$ cat src/design/fsmc_pkg.sv
// Package: shared constants, codes and pattern tables for the fan speed mode controller.
package fsmc_pkg;

    // Drive level codes
    localparam logic [1:0] DRV_OFF  = 2'd0;
    localparam logic [1:0] DRV_LOW  = 2'd1;
    localparam logic [1:0] DRV_MED  = 2'd2;
    localparam logic [1:0] DRV_HIGH = 2'd3;

    // Mode codes
    localparam logic [2:0] MODE_NATURAL = 3'd1;
    localparam logic [2:0] MODE_SLEEP   = 3'd2;
    localparam logic [2:0] MODE_MANUAL  = 3'd4;

    // Configuration register indexes
    localparam logic CFG_STEP_SECONDS = 1'b0;
    localparam logic CFG_SLEEP_CYCLES = 1'b1;

    // Configuration reset values
    localparam logic [5:0] STEP_SECONDS_RST = 6'd25;
    localparam logic [3:0] SLEEP_CYCLES_RST = 4'd2;

    // Start-up checkpoints (seconds)
    localparam logic [1:0] STARTUP_DRIVE_SEC = 2'd1;
    localparam logic [1:0] STARTUP_END_SEC   = 2'd3;

    // Sleep reduction saturates here
    localparam logic [1:0] SLEEP_DROP_MAX = 2'd3;

    // Positions with table entries
    localparam int TABLE_STEPS = 32;

    typedef logic [31:0] t_mask;

    // Pattern masks, indexed by intensity (1..3)
    localparam t_mask PAT_HIGH [4] = '{
        32'h0000_0000,
        32'h0040_0040,
        32'h0080_8410,
        32'h0848_8441
    };
    localparam t_mask PAT_MED [4] = '{
        32'h0000_0000,
        32'h8810_4404,
        32'h2108_1021,
        32'h0100_1104
    };
    localparam t_mask PAT_LOW [4] = '{
        32'h0000_0000,
        32'h2102_1111,
        32'h8842_0104,
        32'h4012_0010
    };

    // Table lookup; returns hit flag and level for intensity and position
    function automatic logic [2:0] pattern_lookup(input logic [1:0] eff,
                                                  input logic [4:0] pos);
        logic [2:0] res;
        res = {1'b0, DRV_OFF};
        if (PAT_HIGH[eff][pos]) begin
            res = {1'b1, DRV_HIGH};
        end else if (PAT_MED[eff][pos]) begin
            res = {1'b1, DRV_MED};
        end else if (PAT_LOW[eff][pos]) begin
            res = {1'b1, DRV_LOW};
        end
        return res;
    endfunction

endpackage

$ cat src/design/fan_speed_mode_controller_core.sv
// Top level: fan speed mode controller with start-up, natural/sleep patterns and manual speed.
//
//  Channel  | Direction | Handshake           | Payload
//  ---------+-----------+---------------------+----------------------------------------------
//  request  | in        | i_valid / o_stall   | i_second_tick i_power_on i_swing_on
//           |           |                     | i_fan_mode i_speed_sel
//  result   | out       | o_valid / i_stall   | o_high_relay_n o_medium_relay_n
//           |           |                     | o_low_relay_n o_swing_pin_n
//  config   | in        | i_cfg_we            | i_cfg_idx i_cfg_data
//
// A request is held in the input register, then its result is computed combinationally
// from the control state and lands in the result register: one request per cycle
// sustained while the result side does not stall, set by the state update between the
// input and result registers. Synchronous active-low reset clears all control state,
// sets the drive level off, the swing state high and the configuration to its defaults;
// the result register is not reset. A result stall holds the result register and a full
// input register; o_stall rises only when the input register is full and cannot advance.
module fan_speed_mode_controller_core
    import fsmc_pkg::*;
#(
    parameter int PATTERN_STEPS = 32
) (
    input  logic       i_clk,
    input  logic       i_rst_n,
    // request channel
    input  logic       i_valid,
    output logic       o_stall,
    input  logic       i_second_tick,
    input  logic       i_power_on,
    input  logic       i_swing_on,
    input  logic [2:0] i_fan_mode,
    input  logic [1:0] i_speed_sel,
    // result channel
    output logic       o_valid,
    input  logic       i_stall,
    output logic       o_high_relay_n,
    output logic       o_medium_relay_n,
    output logic       o_low_relay_n,
    output logic       o_swing_pin_n,
    // configuration
    input  logic       i_cfg_we,
    input  logic       i_cfg_idx,
    input  logic [5:0] i_cfg_data
);

    localparam int PS_W = $clog2(PATTERN_STEPS);
    localparam logic [PS_W:0] PS_LAST = (PS_W + 1)'(PATTERN_STEPS);

    // ---------------------------------------------------------------
    // Configuration registers
    // ---------------------------------------------------------------
    logic [5:0] r_step_seconds;
    logic [3:0] r_sleep_cycles;

    always_ff @(posedge i_clk) begin
        if (!i_rst_n) begin
            r_step_seconds <= STEP_SECONDS_RST;
            r_sleep_cycles <= SLEEP_CYCLES_RST;
        end else if (i_cfg_we) begin
            if (i_cfg_idx == CFG_STEP_SECONDS) begin
                r_step_seconds <= i_cfg_data;
            end
            if (i_cfg_idx == CFG_SLEEP_CYCLES) begin
                r_sleep_cycles <= i_cfg_data[3:0];
            end
        end
    end

    // ---------------------------------------------------------------
    // Handshake: input register feeds the result register
    // ---------------------------------------------------------------
    logic       r_in_vld;
    logic       r_tick, r_pwr, r_swg;
    logic [2:0] r_mode;
    logic [1:0] r_spd;
    logic       r_out_vld;
    logic       out_open;
    logic       fire;

    // result register can take a new value when empty or being drained
    assign out_open = !r_out_vld || !i_stall;
    assign fire     = r_in_vld && out_open;
    assign o_stall  = r_in_vld && !out_open;
    assign o_valid  = r_out_vld;

    always_ff @(posedge i_clk) begin
        if (!i_rst_n) begin
            r_in_vld  <= 1'b0;
            r_out_vld <= 1'b0;
        end else begin
            if (!o_stall) begin
                r_in_vld <= i_valid;
            end
            if (out_open) begin
                r_out_vld <= r_in_vld;
            end
        end
    end

    // capture the request payload whenever the input register is free
    always_ff @(posedge i_clk) begin
        if (!o_stall && i_valid) begin
            r_tick <= i_second_tick;
            r_pwr  <= i_power_on;
            r_swg  <= i_swing_on;
            r_mode <= i_fan_mode;
            r_spd  <= i_speed_sel;
        end
    end

    // ---------------------------------------------------------------
    // Control state
    // ---------------------------------------------------------------
    logic            r_tick_pending, n_tick_pending;
    logic            r_startup_done, n_startup_done;
    logic [1:0]      r_startup_sec,  n_startup_sec;
    logic            r_power_seen,   n_power_seen;
    logic            r_swing_seen,   n_swing_seen;
    logic [1:0]      r_applied_spd,  n_applied_spd;
    logic [5:0]      r_sec_in_step,  n_sec_in_step;
    logic [PS_W-1:0] r_pat_step,     n_pat_step;
    logic [3:0]      r_pass_cnt,     n_pass_cnt;
    logic [1:0]      r_sleep_drop,   n_sleep_drop;
    logic [1:0]      r_drive,        n_drive;
    logic            r_swing_pin,    n_swing_pin;

    logic [PS_W:0]   pat_step_inc;
    logic [1:0]      eff_old, eff_new;
    logic [6:0]      pos_ext;
    logic [2:0]      lookup;
    logic            is_natural;

    // intensity in effect: speed less sleep drop in sleep mode, floor at low
    function automatic logic [1:0] eff_speed(input logic [2:0] mode,
                                             input logic [1:0] spd,
                                             input logic [1:0] drop);
        logic [2:0] drop_p1;
        logic [1:0] res;
        drop_p1 = {1'b0, drop} + 3'd1;
        if (spd == DRV_OFF) begin
            res = DRV_OFF;
        end else if (mode != MODE_SLEEP) begin
            res = spd;
        end else if ({1'b0, spd} > drop_p1) begin
            res = spd - drop;
        end else begin
            res = DRV_LOW;
        end
        return res;
    endfunction

    assign is_natural   = (r_mode == MODE_NATURAL) || (r_mode == MODE_SLEEP);
    assign pat_step_inc = {1'b0, r_pat_step} + (PS_W + 1)'(1);
    assign eff_old      = eff_speed(r_mode, r_spd, r_sleep_drop);

    always_comb begin
        n_tick_pending = r_tick_pending | r_tick;
        n_startup_done = r_startup_done;
        n_startup_sec  = r_startup_sec;
        n_power_seen   = r_power_seen;
        n_swing_seen   = r_swing_seen;
        n_applied_spd  = r_applied_spd;
        n_sec_in_step  = r_sec_in_step;
        n_pat_step     = r_pat_step;
        n_pass_cnt     = r_pass_cnt;
        n_sleep_drop   = r_sleep_drop;
        n_drive        = r_drive;
        n_swing_pin    = r_swing_pin;
        eff_new        = eff_old;
        pos_ext        = '0;
        lookup         = '0;

        if (r_pwr) begin
            n_power_seen = 1'b1;
            if (!r_startup_done) begin
                // start-up: medium at second 1, finish at second 3
                if (n_tick_pending) begin
                    n_tick_pending = 1'b0;
                    n_startup_sec  = r_startup_sec + 2'd1;
                    if (n_startup_sec == STARTUP_DRIVE_SEC) begin
                        n_drive       = DRV_MED;
                        n_applied_spd = DRV_MED;
                    end else if (n_startup_sec == STARTUP_END_SEC) begin
                        n_startup_done = 1'b1;
                        n_startup_sec  = '0;
                    end
                end
            end else if (is_natural) begin
                // natural step: consume the tick, advance the pattern on match
                if (n_tick_pending) begin
                    n_tick_pending = 1'b0;
                    n_sec_in_step  = r_sec_in_step + 6'd1;
                    if (n_sec_in_step == r_step_seconds) begin
                        n_sec_in_step = '0;
                        n_pat_step    = pat_step_inc[PS_W-1:0];
                        if (pat_step_inc >= PS_LAST) begin
                            n_pat_step = '0;
                            n_pass_cnt = r_pass_cnt + 4'd1;
                            if (n_pass_cnt >= r_sleep_cycles) begin
                                n_pass_cnt = '0;
                                if (r_mode == MODE_SLEEP && eff_old > DRV_LOW &&
                                    r_sleep_drop < SLEEP_DROP_MAX) begin
                                    n_sleep_drop = r_sleep_drop + 2'd1;
                                end
                            end
                        end
                        eff_new = eff_speed(r_mode, r_spd, n_sleep_drop);
                        pos_ext = 7'(n_pat_step);
                        lookup  = pattern_lookup(eff_new, pos_ext[4:0]);
                        // no table: speed none or position past the table
                        if (eff_new != DRV_OFF && pos_ext < 7'(TABLE_STEPS) &&
                            lookup[2]) begin
                            n_drive = lookup[1:0];
                        end
                    end
                end
            end else if (r_mode == MODE_MANUAL) begin
                // manual: apply only a changed speed request
                if (r_applied_spd != r_spd) begin
                    n_applied_spd = r_spd;
                    n_drive       = r_spd;
                end
            end
            if (r_swing_seen != r_swg) begin
                n_swing_seen = r_swg;
                n_swing_pin  = !r_swg;
            end
        end else if (r_power_seen) begin
            // first item after power drops: release all relays
            n_power_seen = 1'b0;
            n_drive      = DRV_OFF;
        end
    end

    always_ff @(posedge i_clk) begin
        if (!i_rst_n) begin
            r_tick_pending <= 1'b0;
            r_startup_done <= 1'b0;
            r_startup_sec  <= '0;
            r_power_seen   <= 1'b0;
            r_swing_seen   <= 1'b0;
            r_applied_spd  <= '0;
            r_sec_in_step  <= '0;
            r_pat_step     <= '0;
            r_pass_cnt     <= '0;
            r_sleep_drop   <= '0;
            r_drive        <= DRV_OFF;
            r_swing_pin    <= 1'b1;
        end else if (fire) begin
            r_tick_pending <= n_tick_pending;
            r_startup_done <= n_startup_done;
            r_startup_sec  <= n_startup_sec;
            r_power_seen   <= n_power_seen;
            r_swing_seen   <= n_swing_seen;
            r_applied_spd  <= n_applied_spd;
            r_sec_in_step  <= n_sec_in_step;
            r_pat_step     <= n_pat_step;
            r_pass_cnt     <= n_pass_cnt;
            r_sleep_drop   <= n_sleep_drop;
            r_drive        <= n_drive;
            r_swing_pin    <= n_swing_pin;
        end
    end

    // ---------------------------------------------------------------
    // Result register: pins decoded from the updated drive level
    // ---------------------------------------------------------------
    logic r_high_n, r_med_n, r_low_n, r_swing_n;

    always_ff @(posedge i_clk) begin
        if (fire) begin
            r_high_n  <= (n_drive != DRV_HIGH);
            r_med_n   <= (n_drive != DRV_MED);
            r_low_n   <= (n_drive != DRV_LOW);
            r_swing_n <= n_swing_pin;
        end
    end

    assign o_high_relay_n   = r_high_n;
    assign o_medium_relay_n = r_med_n;
    assign o_low_relay_n    = r_low_n;
    assign o_swing_pin_n    = r_swing_n;

endmodule

$ cat config.mk
export PLATFORM = sky130hd
export DESIGN_NAME = fan_speed_mode_controller_core
export DESIGN_NICKNAME = d
export VERILOG_FILES = /design/src/design/fsmc_pkg.sv /design/src/design/fan_speed_mode_controller_core.sv
export SDC_FILE = /design/constraint.sdc
export NUM_CORES = 1
export LEC_CHECK = 0
export BUFFER_PORTS_ARGS = -buffer_cell sky130_fd_sc_hd__buf_4
export CORE_UTILIZATION = 50
export DETAILED_ROUTE_END_ITERATION = 16
export PLACE_DENSITY = 0.72
export SLEW_MARGIN = 20
export SYNTH_ARGS = -nofsm -noshare
export SYNTH_HDL_FRONTEND = slang
export SYNTH_SLANG_ARGS = --single-unit
$ cat constraint.sdc
create_clock -name i_clk -period 18 [get_ports i_clk]
set_clock_uncertainty 0.05 [all_clocks]
set_input_delay 0 -clock i_clk [delete_from_list [all_inputs] [get_ports i_clk]]
set_output_delay 0 -clock i_clk [all_outputs]
set_load 0.01 [all_outputs]
Word-level counts from Yosys, hierarchy flattened
Cells that the tools add are included.
Widths: inputs -> output; s select.
{ "word_totals": {"out_inout_bits": 6, "inputBits": 20, "word_cells": 166, "regBits": 52} }
{ "classes": {"mux": 79, "eq_ne": 15, "bitwise_logic": 4, "add_sub_neg": 9, "reduce_logical": 26, "order_cmp": 8} }
{ "op_table": {"columns": ["operator", "n"], "rows": [
  ["$bmux 32 s2", 3],
  ["$mux 32", 6],
  ["$mux 2", 38],
  ["$mux 5", 6],
  ["$mux 3", 8],
  ["$bmux 1 s5", 3],
  ["$reduce_and 7->1", 2],
  ["$mux 1", 13],
  ["$add 2x1->3 const B", 2],
  ["$add 5x1->6 const B", 1],
  ["$add 6x1->6 const B", 1],
  ["$eq 6x6->1", 1],
  ["$ge 6x6->1 const B", 1],
  ["$gt 2x3->1", 2],
  ["$logic_and 1x1->1", 6],
  ["$lt 5x6->1 const B", 1],
  ["$mux 6", 1],
  ["$ne 2x1->1 const B", 3],
  ["$ne 2x2->1 const B", 3],
  ["$reduce_and 2->1", 3],
  ["$reduce_and 6->1", 1],
  ["$reduce_bool 2->1", 3],
  ["$logic_not 1->1", 5],
  ["$reduce_and 5->1", 1],
  ["other kinds (23)", 27]
]} }

Depth between registers and ports, before layout
{ "depth": {"word_depth": 48, "mapped_depth": 30, "depth_no_buf": 30} }

Worst setup path after synthesis
Ideal clock, no wire load.
{ "synth_path": {"path_type": "register to register", "start": "register r_sleep_drop[1]", "end": "register r_med_n, in the netlist o_medium_relay_n (data pin)", "required_ps": 17691, "path_buffers": 0, "period_less_slack_ps": 6117, "arrival_time_ps": 5809, "path_stages_with_launch": 28, "setup_time_ps": 259, "path_slack_ps": 11883, "cell_sequence": "dfxtp_1 -> ha_1 -> inv_1 -> ha_1 -> a21oi_1 -> o21ai_0 -> nor4_2 -> nand3_1 -> xnor2_1 -> inv_1 -> ha_1 -> inv_1 -> ha_1 -> nor2b_1 -> o21ai_0 -> a211o_1 -> a311o_1 -> o31a_1 -> and3_1 -> inv_1 -> ha_1 -> a21boi_0 -> a32o_1 -> a221o_1 -> a32o_1 -> or4_1 -> a211o_1 -> a211o_1"} }
{ "synth_between": {"elab_chain_len": 48, "word_cells_on_any_way": 63, "classes_between": "add/sub (5); order compare (4); eq/ne (1); mux (48); bitwise (1); reduce/logical (4)"} }
{ "synth_rtl": {"columns": ["item", "line_no", "text"], "rows": [
  ["start: declaration", "fan_speed_mode_controller_core.sv:123", "logic [1:0] r_sleep_drop, n_sleep_drop;"],
  ["start signal: assignment", "fan_speed_mode_controller_core.sv:259", "r_sleep_drop <= n_sleep_drop;"],
  ["$add 2x1->3", "fan_speed_mode_controller_core.sv:139", "drop_p1 = {1'b0, drop} + 3'd1;"],
  ["$gt 2x3->1", "fan_speed_mode_controller_core.sv:144", "end else if ({1'b0, spd} > drop_p1) begin"],
  ["$mux 2", "fan_speed_mode_controller_core.sv:144", null],
  ["$mux 2", "fan_speed_mode_controller_core.sv:142", "end else if (mode != MODE_SLEEP) begin"],
  ["$mux 2", "fan_speed_mode_controller_core.sv:140", "if (spd == DRV_OFF) begin"],
  ["$gt 2x1->1", "fan_speed_mode_controller_core.sv:201", "if (r_mode == MODE_SLEEP && eff_old > DRV_LOW &&"],
  ["$logic_and 1x1->1 (2 in series)", "fan_speed_mode_controller_core.sv:201", null],
  ["$mux 2", "fan_speed_mode_controller_core.sv:201", null],
  ["[31 not listed]", null, null],
  ["$logic_and 1x1->1", "fan_speed_mode_controller_core.sv:211", "if (eff_new != DRV_OFF && pos_ext < 7'(TABLE_STEPS) &&"],
  ["$mux 2 *", "fan_speed_mode_controller_core.sv:211", null],
  ["$mux 2 *", "fan_speed_mode_controller_core.sv:193", "if (n_sec_in_step == r_step_seconds) begin"],
  ["$mux 2 *", "fan_speed_mode_controller_core.sv:190", "if (n_tick_pending) begin"],
  ["$mux 2 *", "fan_speed_mode_controller_core.sv:188", "end else if (is_natural) begin"],
  ["$mux 2 *", "fan_speed_mode_controller_core.sv:175", "if (!r_startup_done) begin"],
  ["$mux 2 *", "fan_speed_mode_controller_core.sv:173", "if (r_pwr) begin"],
  ["$ne 2x2->1 *", "fan_speed_mode_controller_core.sv:273", "r_med_n <= (n_drive != DRV_MED);"],
  ["end signal: assignment", "fan_speed_mode_controller_core.sv:273", null],
  ["end: declaration", "fan_speed_mode_controller_core.sv:268", "logic r_high_n, r_med_n, r_low_n, r_swing_n;"]
]} }
Mark *: on every way between the ends. The rest lies on a longest branch, timed or not. The select of a mux whose other input is x is not followed.
A chain may end at the register's enable or synchronous reset.

Worst setup path after layout
{ "layout_path": {"start": "register r_sleep_drop[1]", "end": "register r_high_n, in the netlist o_high_relay_n (data pin)"} }
{ "layout_between": {"elab_chain_len": 48, "word_cells_on_any_way": 63, "classes_between": "add/sub (5); order compare (4); eq/ne (1); mux (48); bitwise (1); reduce/logical (4)"} }
{ "layout_rtl": {"columns": ["item", "line_no", "text"], "rows": [
  ["$add 2x1->3", "fan_speed_mode_controller_core.sv:139", null],
  ["$gt 2x3->1", "fan_speed_mode_controller_core.sv:144", null],
  ["$mux 2", "fan_speed_mode_controller_core.sv:144", null],
  ["$mux 2", "fan_speed_mode_controller_core.sv:142", null],
  ["$mux 2", "fan_speed_mode_controller_core.sv:140", null],
  ["$gt 2x1->1", "fan_speed_mode_controller_core.sv:201", null],
  ["$logic_and 1x1->1 (2 in series)", "fan_speed_mode_controller_core.sv:201", null],
  ["$mux 2", "fan_speed_mode_controller_core.sv:201", null],
  ["[31 not listed]", null, null],
  ["$logic_and 1x1->1", "fan_speed_mode_controller_core.sv:211", null],
  ["$mux 2 *", "fan_speed_mode_controller_core.sv:211", null],
  ["$mux 2 *", "fan_speed_mode_controller_core.sv:193", null],
  ["$mux 2 *", "fan_speed_mode_controller_core.sv:190", null],
  ["$mux 2 *", "fan_speed_mode_controller_core.sv:188", null],
  ["$mux 2 *", "fan_speed_mode_controller_core.sv:175", null],
  ["$mux 2 *", "fan_speed_mode_controller_core.sv:173", null],
  ["$ne 2x2->1 *", "fan_speed_mode_controller_core.sv:272", "r_high_n <= (n_drive != DRV_HIGH);"],
  ["end signal: assignment", "fan_speed_mode_controller_core.sv:272", null],
  ["end: declaration", "fan_speed_mode_controller_core.sv:268", null]
]} }
Marks and branches as above.

==> impl_table.tex <==
\begin{tabular}{lr}
\hline
Metric & Value \\
\hline
\multicolumn{2}{l}{\textbf{Status}} \\
Outcome & finished, final reports clean \\
\multicolumn{2}{l}{\textbf{Clocking}} \\
Clock Tree Buf Depth & 2 \\
Cts-stage hold buffer count & 24 \\
CTS sink count & 52 \\
Number of gates resized after CTS & 0 \\
Clock-pin slew on the worst setup and hold paths & roughly 0.090 ns \\
TritonCTS clock tree & built \\
Post-CTS setup buffers & 0 \\
Max H-tree Level & 2 \\
Number of buffers created by CTS & 5 \\
Clk root buf & sky130\_fd\_sc\_hd\_\_clkbuf\_8 \\
Clock insertion delay at the later pin of the skew report & approximately 0.30 ns \\
\multicolumn{2}{l}{\textbf{Drt}} \\
Drt total wl & $\sim$8.5 mm \\
Iteration-0 DRC Markers & 180 \\
Vias & around 3300 \\
Detailed-route DRC error count & 0 \\
Residual antenna-violating net count after detailed routing & 0 \\
DR vias/cell & roughly 6.0 \\
Pre-antenna DRT Iters & 5 \\
Drt wl/cell & roughly 16 um \\
\multicolumn{2}{l}{\textbf{Synthesis}} \\
Cell type with the highest aggregate area in the netlist & sky130\_fd\_sc\_hd\_\_dfxtp\_1 \\
Register bit total from synthesis & 52 \\
Synthesized net count & between 400 and 500 \\
Post-synthesis cell count & $\sim$440 \\
Mean area per synthesized cell & between 7 and 8 um2 \\
Fraction of synthesized cell area taken by the top area cell type & 23.2\% \\
Top cells by area, synth & sky130\_fd\_sc\_hd\_\_dfxtp\_1 (23\%), sky130\_fd\_sc\_hd\_\_edfxtp\_1 (10\%), sky130\_fd\_sc\_hd\_\_ha\_1 (7.6\%), sky130\_fd\_sc\_hd\_\_a21oi\_1 (6.4\%), sky130\_fd\_sc\_hd\_\_nand2\_1 (5.2\%) \\
Proportion of synthesized chip area in sequential cells & about 34\% \\
Count of synthesis-stage warnings from yosys & 0 \\
Top flip-flop cell by instance count after synthesis & sky130\_fd\_sc\_hd\_\_dfxtp\_1 \\
Post-synth EDFFs & 12 \\
Dominant cell by count in the synthesized netlist & sky130\_fd\_sc\_hd\_\_nand2\_1 \\
Async SR Flop Fraction & 0\% \\
Cell area after synthesis & approximately 3500 um2 \\
Post-synth cell types & between 50 and 60 \\
Commonest cells in the netlist & sky130\_fd\_sc\_hd\_\_nand2\_1 (48), sky130\_fd\_sc\_hd\_\_a21oi\_1 (44), sky130\_fd\_sc\_hd\_\_nor2\_1 (42) \\
\multicolumn{2}{l}{\textbf{Placed design}} \\
Post-detailed-placement half-perimeter wirelength & about 6.0 mm \\
DP Worst Slack & $\sim$11 ns \\
Post-DP Area & roughly 3700 um2 \\
Final estimated routing congestion in global placement & between 0.9 and 1 \\
Port-buffer cells & 25 \\
\multicolumn{2}{l}{\textbf{Timing}} \\
Count of endpoints failing setup in the final report & 0 \\
Number of max-slew violations in the final report & 0 \\
Unrepaired setup endpoints after global routing & false \\
Min Hold Slack & between 0.3 and 0.4 ns \\
Max\_slew headroom & 38.4\% \\
Crit path time final & 7.00 ns \\
Fraction of the cycle the final worst path needs & slightly below 40\% \\
Worst Max-Slew Pin Slew & about 0.9 ns \\
Worst setup slack after layout & 11.00 ns \\
Final total negative setup slack & 0 ns \\
Peak clock frequency supported by timing & around 140 MHz \\
Final hold violations & 0 \\
\multicolumn{2}{l}{\textbf{Setup path}} \\
Worst Setup Start Kind & register \\
Critical Path Fanout Max & 7 \\
Slowest cell delay on critical path & 0.59 ns \\
Reg2Reg Launch Point & r\_sleep\_drop[1] \\
Critical path required time & 18.00 ns \\
Crit path arrival time & roughly 7.0 ns \\
Slowest stage cell, crit path & sky130\_fd\_sc\_hd\_\_a2111oi\_0 \\
Critical path class & register to register \\
Type of element capturing the critical path & register \\
Most used cell, CP & sky130\_fd\_sc\_hd\_\_ha\_1 \\
Timing startpoint of the critical path & r\_sleep\_drop[1] \\
\multicolumn{2}{l}{\textbf{Pwr}} \\
Power density relative to cell area & 56.2 nW/um2 \\
Proportion of power drawn by flip-flops and latches & between 50\% and 60\% \\
Worst ir drop on vdd & between 0.05 and 0.06 mV \\
Clk network pwr share & slightly above 30\% \\
Combinational group share of total power & between 10\% and 20\% \\
Internal Power & around 0.00017 W \\
P\_sw & roughly 0.000056 W \\
Total design power & between 0.0002 and 0.00025 W \\
Switch share & 24.9\% \\
P\_leak & around 1.6 nW \\
\multicolumn{2}{l}{\textbf{Floorplan}} \\
Die Span Y & roughly 85 um \\
Area enclosed by the die boundary & 7250 um2 \\
Overall die width & 85.2 um \\
Placement Rows & 29 \\
Area inside the core boundary & about 6500 um2 \\
Effective utilization at floorplan & between 50\% and 60\% \\
I/O pin total & 26 \\
\multicolumn{2}{l}{\textbf{Global route}} \\
GRT Residual Overflow & 0 \\
Aggregate global-route resource usage & around 25\% \\
Maximum number of pins on one net before global-route repair & 29 \\
Via count of the first global-routing pass & between 3000 and 4000 \\
Global-route wire length before repair & roughly 15 mm \\
Antenna violations before repair & 0 \\
\multicolumn{2}{l}{\textbf{Finish}} \\
Fraction of final layout cells with drive strength greater than 1 & between 8 and 9\% \\
Post-route cell area & around 4000 um2 \\
Final nets & roughly 500 \\
P\&R area growth vs syn & 15.4\% \\
Antenna cells & 0 \\
Number of fill cells in the layout & approximately 560 \\
\multicolumn{2}{l}{\textbf{Flow run}} \\
Max-cap violations & 0 \\
\multicolumn{2}{l}{\textbf{Min path}} \\
Classification of the worst-slack hold path & input port to register \\
Hold\_sp & i\_fan\_mode[0] \\
\hline
\end{tabular}
==> kinds of logic after synthesis <==
group	synth area share, %
compound gates	20.9
fa+ha+maj	7.60
flops	33.6
mux	0.579
simple gates	25.7
buf+inv	4.85
xor+xnor	6.84
==> per-stage QoR <==
step                instances  util (%)
floorplan                 436         -
global placement          518      56.4
detailed placement        518      56.4
CTS                       550      61.5
global route              550      61.5
finish                    550      61.5
==> flip-flops by register name, indices dropped and copies added (netlist names), 2 cells and up <==
register,flops
r_spd,2
r_drive,2
r_applied_spd,2
r_sec_in_step,6
r_pat_step,5
r_sleep_cycles,4
r_startup_sec,2
r_step_seconds,6
r_pass_cnt,4
r_mode,3
r_sleep_drop,2
==> critical path, delay by kind of cell, from the launching register on <==
kind	cells	cell delay, ns
compound gates	11	2.22
xor+xnor	1	0.30
fa+ha+maj	5	1.38
buf+inv	4	0.36
flops	1	0.47
simple gates	8	1.96
==> path summary, 6_finish.rpt <==
| path | slack [ns] | depth (start not counted) | to |
|---|---|---|---|
| setup / recovery | 11.00 | 29 | o_high_relay_n |
| hold / removal | 0.37 | 2 | r_mode[0] |
| setup reg to reg | 11.00 | 29 | o_high_relay_n |
| hold reg to reg | 0.42 | 2 | r_sleep_cycles[2] |
==> power by group through the flow <==
| stage | Clock (W) | Sequential [W] | Combinational (W) |
|---|---|---|---|
| floorplan | 0 | 0.000128 | 0.0000170 |
| global placement | 0 | 0.000129 | 0.0000244 |
| detailed placement | 0 | 0.000129 | 0.0000251 |
| CTS | 0.0000692 | 0.000126 | 0.0000295 |
| global route | 0.0000733 | 0.000127 | 0.0000332 |
| finish | 0.0000679 | 0.000127 | 0.0000298 |
==> cells in the final DEF, fill, tap and decap left out, types with 4 or more instances in the layout <==
cell type	Yosys	layout
sky130_fd_sc_hd__nor3_1	9	9
sky130_fd_sc_hd__buf_4	0	25
sky130_fd_sc_hd__o21ai_0	21	21
sky130_fd_sc_hd__a2111oi_0	4	4
sky130_fd_sc_hd__nand2_1	48	48
sky130_fd_sc_hd__xnor2_1	15	15
sky130_fd_sc_hd__and3_1	7	7
sky130_fd_sc_hd__dlygate4sd3_1	0	24
sky130_fd_sc_hd__edfxtp_1	12	12
sky130_fd_sc_hd__a21oi_1	44	44
sky130_fd_sc_hd__nand2b_1	5	5
sky130_fd_sc_hd__nand3_1	25	25
sky130_fd_sc_hd__inv_1	20	20
sky130_fd_sc_hd__nor4_1	4	4
sky130_fd_sc_hd__and2_1	4	4
sky130_fd_sc_hd__a211oi_1	4	4
sky130_fd_sc_hd__clkbuf_8	0	6
sky130_fd_sc_hd__ha_1	21	21
sky130_fd_sc_hd__o211ai_1	7	7
sky130_fd_sc_hd__or3_1	4	4
sky130_fd_sc_hd__nor2b_1	9	9
sky130_fd_sc_hd__xor2_1	12	12
sky130_fd_sc_hd__nor2_1	42	42
sky130_fd_sc_hd__nand4_1	6	6
sky130_fd_sc_hd__dfxtp_1	40	40
==> layout make-up <==
type	instances	area [um2]	area share [%]
tap	77	96.3	2.41
sequential	52	1160	29.1
multi-input combinational	341	2130	53.4
clock buffer	8	90.1	2.26
inverter	23	86.3	2.16
timing repair buffer	49	428	10.7
==> per-layer routing <==
metal  part of all wire, %  vias up  GRT usage [%]  routed length [um]
li1                      -     1636              -                   -
met1                    45     1575           32.4                3870
met2                    50       85           42.6                4240
met3                   3.8        9           3.60                 321
met4                   1.2        0           7.24                 106
met5                     0        -              0                   0
No activity file was read; power rests on OpenSTA's default activity.
